[config.mk]
export PLATFORM = sky130hd
export DESIGN_NAME = etm_queue
export DESIGN_NICKNAME = d
export VERILOG_FILES = /design/src/hw/rtl/etm_pkg.sv /design/src/hw/rtl/etm_queue.sv
export SDC_FILE = /design/constraint.sdc
export NUM_CORES = 1
export LEC_CHECK = 0
export ABC_AREA = 1
export BUFFER_PORTS_ARGS = -buffer_cell sky130_fd_sc_hd__buf_2
export CAP_MARGIN = 20
export CORE_ASPECT_RATIO = 0.5
export CORE_MARGIN = 2
export CORE_UTILIZATION = 45
export DETAILED_ROUTE_END_ITERATION = 16
export SYNTH_ARGS = -nofsm -noshare
export SYNTH_HDL_FRONTEND = slang
export SYNTH_SLANG_ARGS = --single-unit
[constraint.sdc]
create_clock -name clk -period 20.1 [get_ports clk]
set_clock_uncertainty 0.2 [all_clocks]
set_input_delay 3.015 -clock clk [delete_from_list [all_inputs] [get_ports clk]]
set_output_delay 3.015 -clock clk [all_outputs]
set_load 0.05 [all_outputs]
[src/hw/rtl/etm_pkg.sv]
// Shared types, constants and arithmetic helpers for the model matrix unit.
package etm_pkg;

  localparam int FRAC_BITS_DEF = 16;
  localparam int TRIG_ITER_DEF = 18;
  localparam int ATAN_ENTRIES  = 30;
  localparam int QUEUE_DEPTH   = 4;

  typedef logic signed [31:0] etm_word_t;
  typedef logic signed [35:0] etm_trig_t;

  localparam etm_trig_t   CORDIC_GAIN = 36'sd652032874;
  localparam logic [30:0] DEG_TO_RAD  = 31'd1199381129;

  typedef struct packed {
    etm_word_t pos_x;
    etm_word_t pos_y;
    etm_word_t pos_z;
    etm_word_t angle_x;
    etm_word_t angle_y;
    etm_word_t angle_z;
    etm_word_t scale_x;
    etm_word_t scale_y;
    etm_word_t scale_z;
  } etm_in_t;

  typedef struct packed {
    etm_word_t m00;
    etm_word_t m01;
    etm_word_t m02;
    etm_word_t m03;
    etm_word_t m10;
    etm_word_t m11;
    etm_word_t m12;
    etm_word_t m13;
    etm_word_t m20;
    etm_word_t m21;
    etm_word_t m22;
    etm_word_t m23;
  } etm_out_t;

  // Reduced angle: quadrant plus residual angle in radians, Q2.30
  typedef struct packed {
    logic [1:0] quad_x;
    logic [1:0] quad_y;
    logic [1:0] quad_z;
    etm_trig_t  ang_x;
    etm_trig_t  ang_y;
    etm_trig_t  ang_z;
    etm_word_t  pos_x;
    etm_word_t  pos_y;
    etm_word_t  pos_z;
    etm_word_t  scale_x;
    etm_word_t  scale_y;
    etm_word_t  scale_z;
  } etm_work_t;

  typedef struct packed {
    logic full;
    logic empty;
  } etm_q_status_t;

  // atan(2^-i) in Q2.30
  function automatic etm_trig_t atan_q30(input logic [4:0] idx);
    etm_trig_t v;
    case (idx)
      5'd0:  v = 36'sd843314857;
      5'd1:  v = 36'sd497837829;
      5'd2:  v = 36'sd263043837;
      5'd3:  v = 36'sd133525159;
      5'd4:  v = 36'sd67021687;
      5'd5:  v = 36'sd33543516;
      5'd6:  v = 36'sd16775851;
      5'd7:  v = 36'sd8388437;
      5'd8:  v = 36'sd4194283;
      5'd9:  v = 36'sd2097149;
      5'd10: v = 36'sd1048576;
      5'd11: v = 36'sd524288;
      5'd12: v = 36'sd262144;
      5'd13: v = 36'sd131072;
      5'd14: v = 36'sd65536;
      5'd15: v = 36'sd32768;
      5'd16: v = 36'sd16384;
      5'd17: v = 36'sd8192;
      5'd18: v = 36'sd4096;
      5'd19: v = 36'sd2048;
      5'd20: v = 36'sd1024;
      5'd21: v = 36'sd512;
      5'd22: v = 36'sd256;
      5'd23: v = 36'sd128;
      5'd24: v = 36'sd64;
      5'd25: v = 36'sd32;
      5'd26: v = 36'sd16;
      5'd27: v = 36'sd8;
      5'd28: v = 36'sd4;
      5'd29: v = 36'sd2;
      default: v = '0;
    endcase
    return v;
  endfunction

  // Q2.30 product, round half up
  function automatic etm_trig_t mul_q30(input etm_trig_t a, input etm_trig_t b);
    logic signed [71:0] p;
    p = a * b + 72'sd536870912;
    return etm_trig_t'(p >>> 30);
  endfunction

  // Round a Q2.30-by-word product and clamp to the signed 32-bit range
  function automatic etm_word_t sat_q30(input logic signed [67:0] p);
    logic signed [67:0] v;
    etm_word_t r;
    v = (p + 68'sd536870912) >>> 30;
    if (v > 68'sd2147483647) r = 32'sh7fff_ffff;
    else if (v < -68'sd2147483648) r = 32'sh8000_0000;
    else r = etm_word_t'(v);
    return r;
  endfunction

endpackage

[src/hw/rtl/etm_queue.sv]
// Short queue between front end and matrix back end.
module etm_queue import etm_pkg::*; (
  input  logic          clk,
  input  logic          rst_n,
  input  logic          push,
  input  etm_work_t     push_data,
  input  logic          pop,
  output etm_work_t     head,
  output etm_q_status_t status
);

  localparam int PW = $clog2(QUEUE_DEPTH);

  etm_work_t   slot_r [0:QUEUE_DEPTH-1];
  logic [PW-1:0] wr_ptr_r;
  logic [PW-1:0] rd_ptr_r;
  logic [PW:0]   cnt_r;
  logic          do_push;
  logic          do_pop;

  assign status.full  = (cnt_r == (PW+1)'(QUEUE_DEPTH));
  assign status.empty = (cnt_r == '0);
  assign do_push      = push && !status.full;
  assign do_pop       = pop && !status.empty;
  assign head         = slot_r[rd_ptr_r];

  always_ff @(posedge clk) begin
    if (!rst_n) begin
      wr_ptr_r <= '0;
      rd_ptr_r <= '0;
      cnt_r    <= '0;
    end else begin
      if (do_push) wr_ptr_r <= wr_ptr_r + 1'b1;
      if (do_pop)  rd_ptr_r <= rd_ptr_r + 1'b1;
      case ({do_push, do_pop})
        2'b10:   cnt_r <= cnt_r + 1'b1;
        2'b01:   cnt_r <= cnt_r - 1'b1;
        default: cnt_r <= cnt_r;
      endcase
    end
  end

  always_ff @(posedge clk) begin
    if (do_push) slot_r[wr_ptr_r] <= push_data;
  end

endmodule

==> run_results.csv, run 1 <==
group,metric,value,unit
sta,slew_violations,0,
layout,seq_area,36900,sq um
power_and_ir_drop,p_total,7.52,mW
logic_synthesis,synth_top_family_by_area,"compound AO/OA/AOI/OAI gates",
floorplan,core,100000,sq um
clocking,postCtsSetupBuffers,0,
layout,n_fill_cell,8322,
floorplan,die_y,229,um
clocking,post_cts_resized,0,
min_path,min_path_type,"reg -> reg",
power_and_ir_drop,leakagePower,18.2,nW
place,place_congestion,0.786,
logic_synthesis,synth-adder-area-share,0.181,%
global_route,grt_pass1_vias,25917,
sta,rsz0062_at_grt,"no",
floorplan,initial_core_util,45.4,%
sta,whs,0.305,ns
logic_synthesis,yosys.area_share.xor_xnor,0,%
clocking,htreeDepth,3,
logic_synthesis,syn_avg_cell_area,15.0,sq um
layout,stdcell_count,5050,
worst_setup_path,arrival,5.21,ns
drt,vias,27291,
drt,drtIter0Drc,2035,
floorplan,dieWidth,454,um
sta,tns,0,ns
worst_setup_path,cp_max_fo,298,
clocking,cts_root_buffer,"clkbuf_16",
logic_synthesis,synthSimpleGateAreaFrac,5.31,%
logic_synthesis,synth.area.top_cells,"edfxtp_1, o21ai_0, nor2_1",
place,hpwl,64.0,mm
logic_synthesis,synth.distinct_cells,19,
clocking,cts.sinks,1233,
logic_synthesis,synth_area,45500,sq um
logic_synthesis,seq_area_frac_synth,81.1,%
worst_setup_path,critPathLaunchType,"register",
sta,final.setup.worst_slack,11.68,ns
clocking,cts_made_buffers,108,
worst_setup_path,worstRegToRegCells,8,
drt,wl,112,mm
global_route,grtUsageTotal,21.0,%
floorplan,core.rowCount,82,
floorplan,io-pin-count,618,
sta,fin_crit,8.42,ns
logic_synthesis,syn-num-nets,3344,
clocking,clk_pin_slew,0.07,ns
worst_setup_path,crit_path_end_kind,"output port",
power_and_ir_drop,power_per_cell_area,141,nW/um^2
logic_synthesis,synthMuxAreaShare,0,%
sta,max_slew_margin,30.1,%
sta,finalSetupViolCount,0,
place,placed_area,49700,sq um
logic_synthesis,yosys_warnings,0,
worst_setup_path,worstPathRequired,16.89,ns
clocking,cts_buffer_depth,3,
drt,via_per_inst,5.40,
clocking,cts_hold_buffers,0,
drt,antenna_left,0,
clocking,cts_tree,"yes",
layout,layout-drive-gt1-share,22.1,%
layout,post-route-util,53.0,%
place,dp_slack,11.84,ns
layout,postLayoutCellArea,53200,sq um
place,io_buffers,617,
worst_setup_path,criticalPathCategory,"reg -> out",
global_route,grt_pass1_wl,164,mm
power_and_ir_drop,ir_drop,0.0896,mV
logic_synthesis,ys_ff_latch,1233,
drt,wire_per_inst,22.1,um
global_route,grt_overflow_total,0,
layout,num-nets-final,3904,
drt,drc,0,
floorplan,die_area,104000,sq um
place,place_inst,4822,
outcome,outcome,"complete, no violations",
drt,dr.pass1.iters,5,
sta,hold_viol_final,0,
min_path,hold_depth,2,
logic_synthesis,synth_top_area_cell,"edfxtp_1",
sta,finalCritPeriodShare,41.9,%
logic_synthesis,yosysTopAreaCellShare,80.7,%
global_route,grt_max_degree,299,
sta,fmax,119,MHz
logic_synthesis,synth_cells,3028,
layout,synthToLayoutAreaGrowth,16.7,%
job,max_cap_viol_count,0,
logic_synthesis,synth_compound_area_share,11.0,%
clocking,clk_latency,0.72,ns
global_route,grt_antenna_before_repair,36,
layout,multi_input_area,7540,sq um
sta,worst_slew_pin_slew,1.05,ns
-- final timing paths --
path / slack, ns / from / to
hold / removal: 0.31 / wr_ptr_r[0] / wr_ptr_r[0]
setup / recovery: 11.68 / register / head[119]
setup reg to reg: 14.40 / cnt_r[1] / slot_r[1][148]
hold reg to reg: 0.31 / wr_ptr_r[0] / wr_ptr_r[0]
-- cell usage after synthesis, drive strengths merged --
cell / number
a21oi: 5
buf: 125
clkbuf: 77
dfxtp: 9
edfxtp: 1224
fa: 1
ha: 5
inv: 20
nand2: 15
nand3: 5
nor2: 622
o21ai: 614
o22ai: 306
-- cell type report --
class / count / area share, %
Sequential cell: 1233 / 69.5
Multi-Input combinational cell: 1573 / 14.2
Timing Repair Buffer: 652 / 6.40
Clock buffer: 130 / 5.24
Tap cell: 1344 / 3.16
Clock inverter: 71 / 1.18
Inverter: 20 / 0.205
Antenna cell: 27 / 0.127
-- cells by family after synthesis --
| logic type | count (synthesis) |
|---|---|
| buffers and inverters | 222 |
| AND/OR/NAND/NOR | 642 |
| AO/OA/AOI/OAI | 925 |
| adder cells (fa/ha/maj) | 6 |
| flip-flops | 1233 |
-- sequential cells by signal (all words and copies together) (netlist names), named ones only --
signal and flops:
rd_ptr_r 2, wr_ptr_r 2, cnt_r 3, slot_r 1224
-- layer usage --
layer / wire (um) / track usage, % / part of all wire [%]
met1: 44300 / 25.7 / 40
met2: 58700 / 36.5 / 53
met3: 4690 / 3.69 / 4.2
met4: 4030 / 8.94 / 3.6
met5: 40 / 0 / 0.036
-- critical path: stages (launching register included) --
cell and delay, ns:
dfxtp_4 0.57, clkinv_16 0.52, buf_4 0.76, buf_4 0.61
buf_4 0.83, o21ai_0 0.17, o22ai_1 0.29, buf_2 0.33
-- power breakdown --
group | switching, mW | internal [mW] | leakage, nW
registers | 0.0564 | 3.05 | 11.3
clock network | 0.942 | 1.08 | 1.66
logic | 1.94 | 0.454 | 5.27
-- cell usage in the layout, fill, tap and decap left out, types with 6 or more instances in the layout --
master / count
bufinv_16: 6
edfxtp_1: 1224
clkinv_2: 22
buf_2: 617
nor2_1: 618
dfxtp_1: 7
o21ai_1: 70
clkbuf_16: 108
o22ai_1: 306
clkinv_1: 27
diode_2: 27
o21ai_0: 544
inv_1: 18
clkbuf_1: 22
buf_4: 31
nand2_1: 15
(Power assumes the default switching activity.)
==> inputs of run 2 (changes only) <==
clock period = 8.47 ns   (was 20.1 ns; I/O delays follow)
==> run 2 against run 1 <==
Against the previous run:
- wire length increased by 0.98%
- via count is 0.12% lower
- power up 140%
- first-iteration DRC count rose by 16%
- critical endpoint is now head[77]
==> run_results.csv, run 2 (synthesis gave the netlist of run 1 again) <==
group,metric,value,unit
sta,rsz0062_at_grt,"no",
sta,slew_violations,0,
global_route,use_met2,36.5,%
clocking,cts_root_buffer,"clkbuf_16",
worst_setup_path,criticalPathCategory,"reg -> out",
job,max_cap_viol_count,0,
worst_setup_path,arrival,4.32,ns
global_route,grt_use_met1,26.8,%
floorplan,die_y,229,um
outcome,outcome,"complete, no violations",
clocking,cts_buffer_depth,3,
floorplan,die_area,104000,sq um
worst_setup_path,critPathLaunchType,"register",
power_and_ir_drop,ir_drop,0.168,mV
global_route,grt.busiest_layer,"met2",
global_route,grt_overflow_total,0,
sta,fin_crit,5.79,ns
sta,max_slew_margin,2.26,%
power_and_ir_drop,p_total,17.9,mW
global_route,grt_max_degree,250,
sta,worst_slew_pin_slew,1.47,ns
drt,wl,113,mm
layout,num-nets-final,3901,
clocking,clk_latency,0.70,ns
global_route,grt_pass1_vias,25895,
worst_setup_path,worstPathRequired,7.00,ns
layout,post-route-util,53.1,%
power_and_ir_drop,leakagePower,18.3,nW
global_route,met3_usage,3.47,%
layout,reg_top3,"slot_r: 1224 flops, cnt_r: 3 flops",
worst_setup_path,r2r-start,"cnt_r[1]",
floorplan,core,100000,sq um
sta,finalCritPeriodShare,68.3,%
min_path,min_path_type,"reg -> reg",
clocking,cts_tree,"yes",
layout,largest_register_ffs,1224,
place,io_buffers,617,
clocking,clk_pin_slew,0.07,ns
floorplan,dieWidth,454,um
sta,whs,0.293,ns
layout,mostFrequentLayoutCells,"edfxtp_1, nor2_1, buf_2",
layout,layout_commonest_cell,"edfxtp_1",
layout,n_fill_cell,8285,
floorplan,initial_core_util,45.4,%
drt,via_per_inst,5.40,
clocking,cts_hold_buffers,0,
place,dp_slack,3.59,ns
clocking,post_cts_resized,0,
drt,antenna_left,0,
global_route,grt_antenna_before_repair,35,
global_route,grt_pass1_wl,166,mm
layout,layout-drive-gt1-share,22.2,%
sta,finalSetupViolCount,0,
place,place_congestion,0.779,
clocking,htreeDepth,3,
layout,synthToLayoutAreaGrowth,16.9,%
worst_setup_path,cp_max_fo,249,
worst_setup_path,crit_path_end_kind,"output port",
drt,dr.pass1.iters,5,
floorplan,io-pin-count,618,
floorplan,core.rowCount,82,
sta,final.setup.worst_slack,2.68,ns
drt,wire_per_inst,22.4,um
global_route,grtUsageTotal,21.1,%
min_path,worstHoldStart,"rd_ptr_r[1]",
clocking,cts_made_buffers,106,
clocking,cts.sinks,1233,
drt,drtIter0Drc,2360,
sta,hold_viol_final,0,
sta,fmax,173,MHz
drt,drc,0,
place,hpwl,64.3,mm
clocking,postCtsSetupBuffers,0,
place,place_inst,4820,
layout,top_register,"slot_r",
layout,stdcell_count,5045,
power_and_ir_drop,power_per_cell_area,336,nW/um^2
drt,vias,27258,
-- run 2: cell count changes in the layout (fill, tap and decap cells not counted), sizes merged --
cell / previous run / this run
clkinv: 59 / 53
buf: 652 / 651
clkbuf: 130 / 133
diode: 27 / 25
clkinvlp: 4 / 5
-- run 2: critical path, stage by stage, from the launching register on --
cell and delay [ns]:
dfxtp_4 0.47, clkinv_16 0.21, buf_4 0.82, buf_4 0.82, o21ai_0 0.18, o22ai_1 0.17
buf_2 0.31
-- run 2: routing by layer --
layer  share of wire, %  vias to the layer above
li1                   -                    12654
met1                 41                    13762
met2                 52                      646
met3                3.9                      190
met4                3.4                        6
met5              0.034                        -
-- run 2: layout make-up --
| class | instances | area [sq um] | share of cell area [%] |
|---|---|---|---|
| Antenna cell | 25 | 62.6 | 0.118 |
| Clock buffer | 133 | 2880 | 5.41 |
| Clock inverter | 66 | 513 | 0.964 |
| Inverter | 20 | 114 | 0.214 |
| Multi-Input combinational cell | 1573 | 7540 | 14.2 |
| Sequential cell | 1233 | 36900 | 69.4 |
| Tap cell | 1344 | 1680 | 3.16 |
| Timing Repair Buffer | 651 | 3480 | 6.54 |
-- run 2: per-stage QoR --
stage,cell area [sq um],setup TNS (ns)
after global routing,53200,0
after detailed placement,49700,0
after global placement,49700,0
after floorplan,45500,-2016.28
final,53200,0
after CTS,53100,0
-- run 2: worst paths after layout --
path,to,slack (ns),cells past startpoint
max reg2reg,slot_r[1][143],5.15,6
min reg2reg,register,0.29,2
min,register,0.29,2
max,head[77],2.68,6
-- run 2: power breakdown --
part           internal, mW  leakage (nW)  switching (mW)
Sequential             7.24          11.3           0.119
Combinational          1.10          5.29            4.63
Clock                  2.60          1.67            2.19
Total                  10.9          18.3            6.93
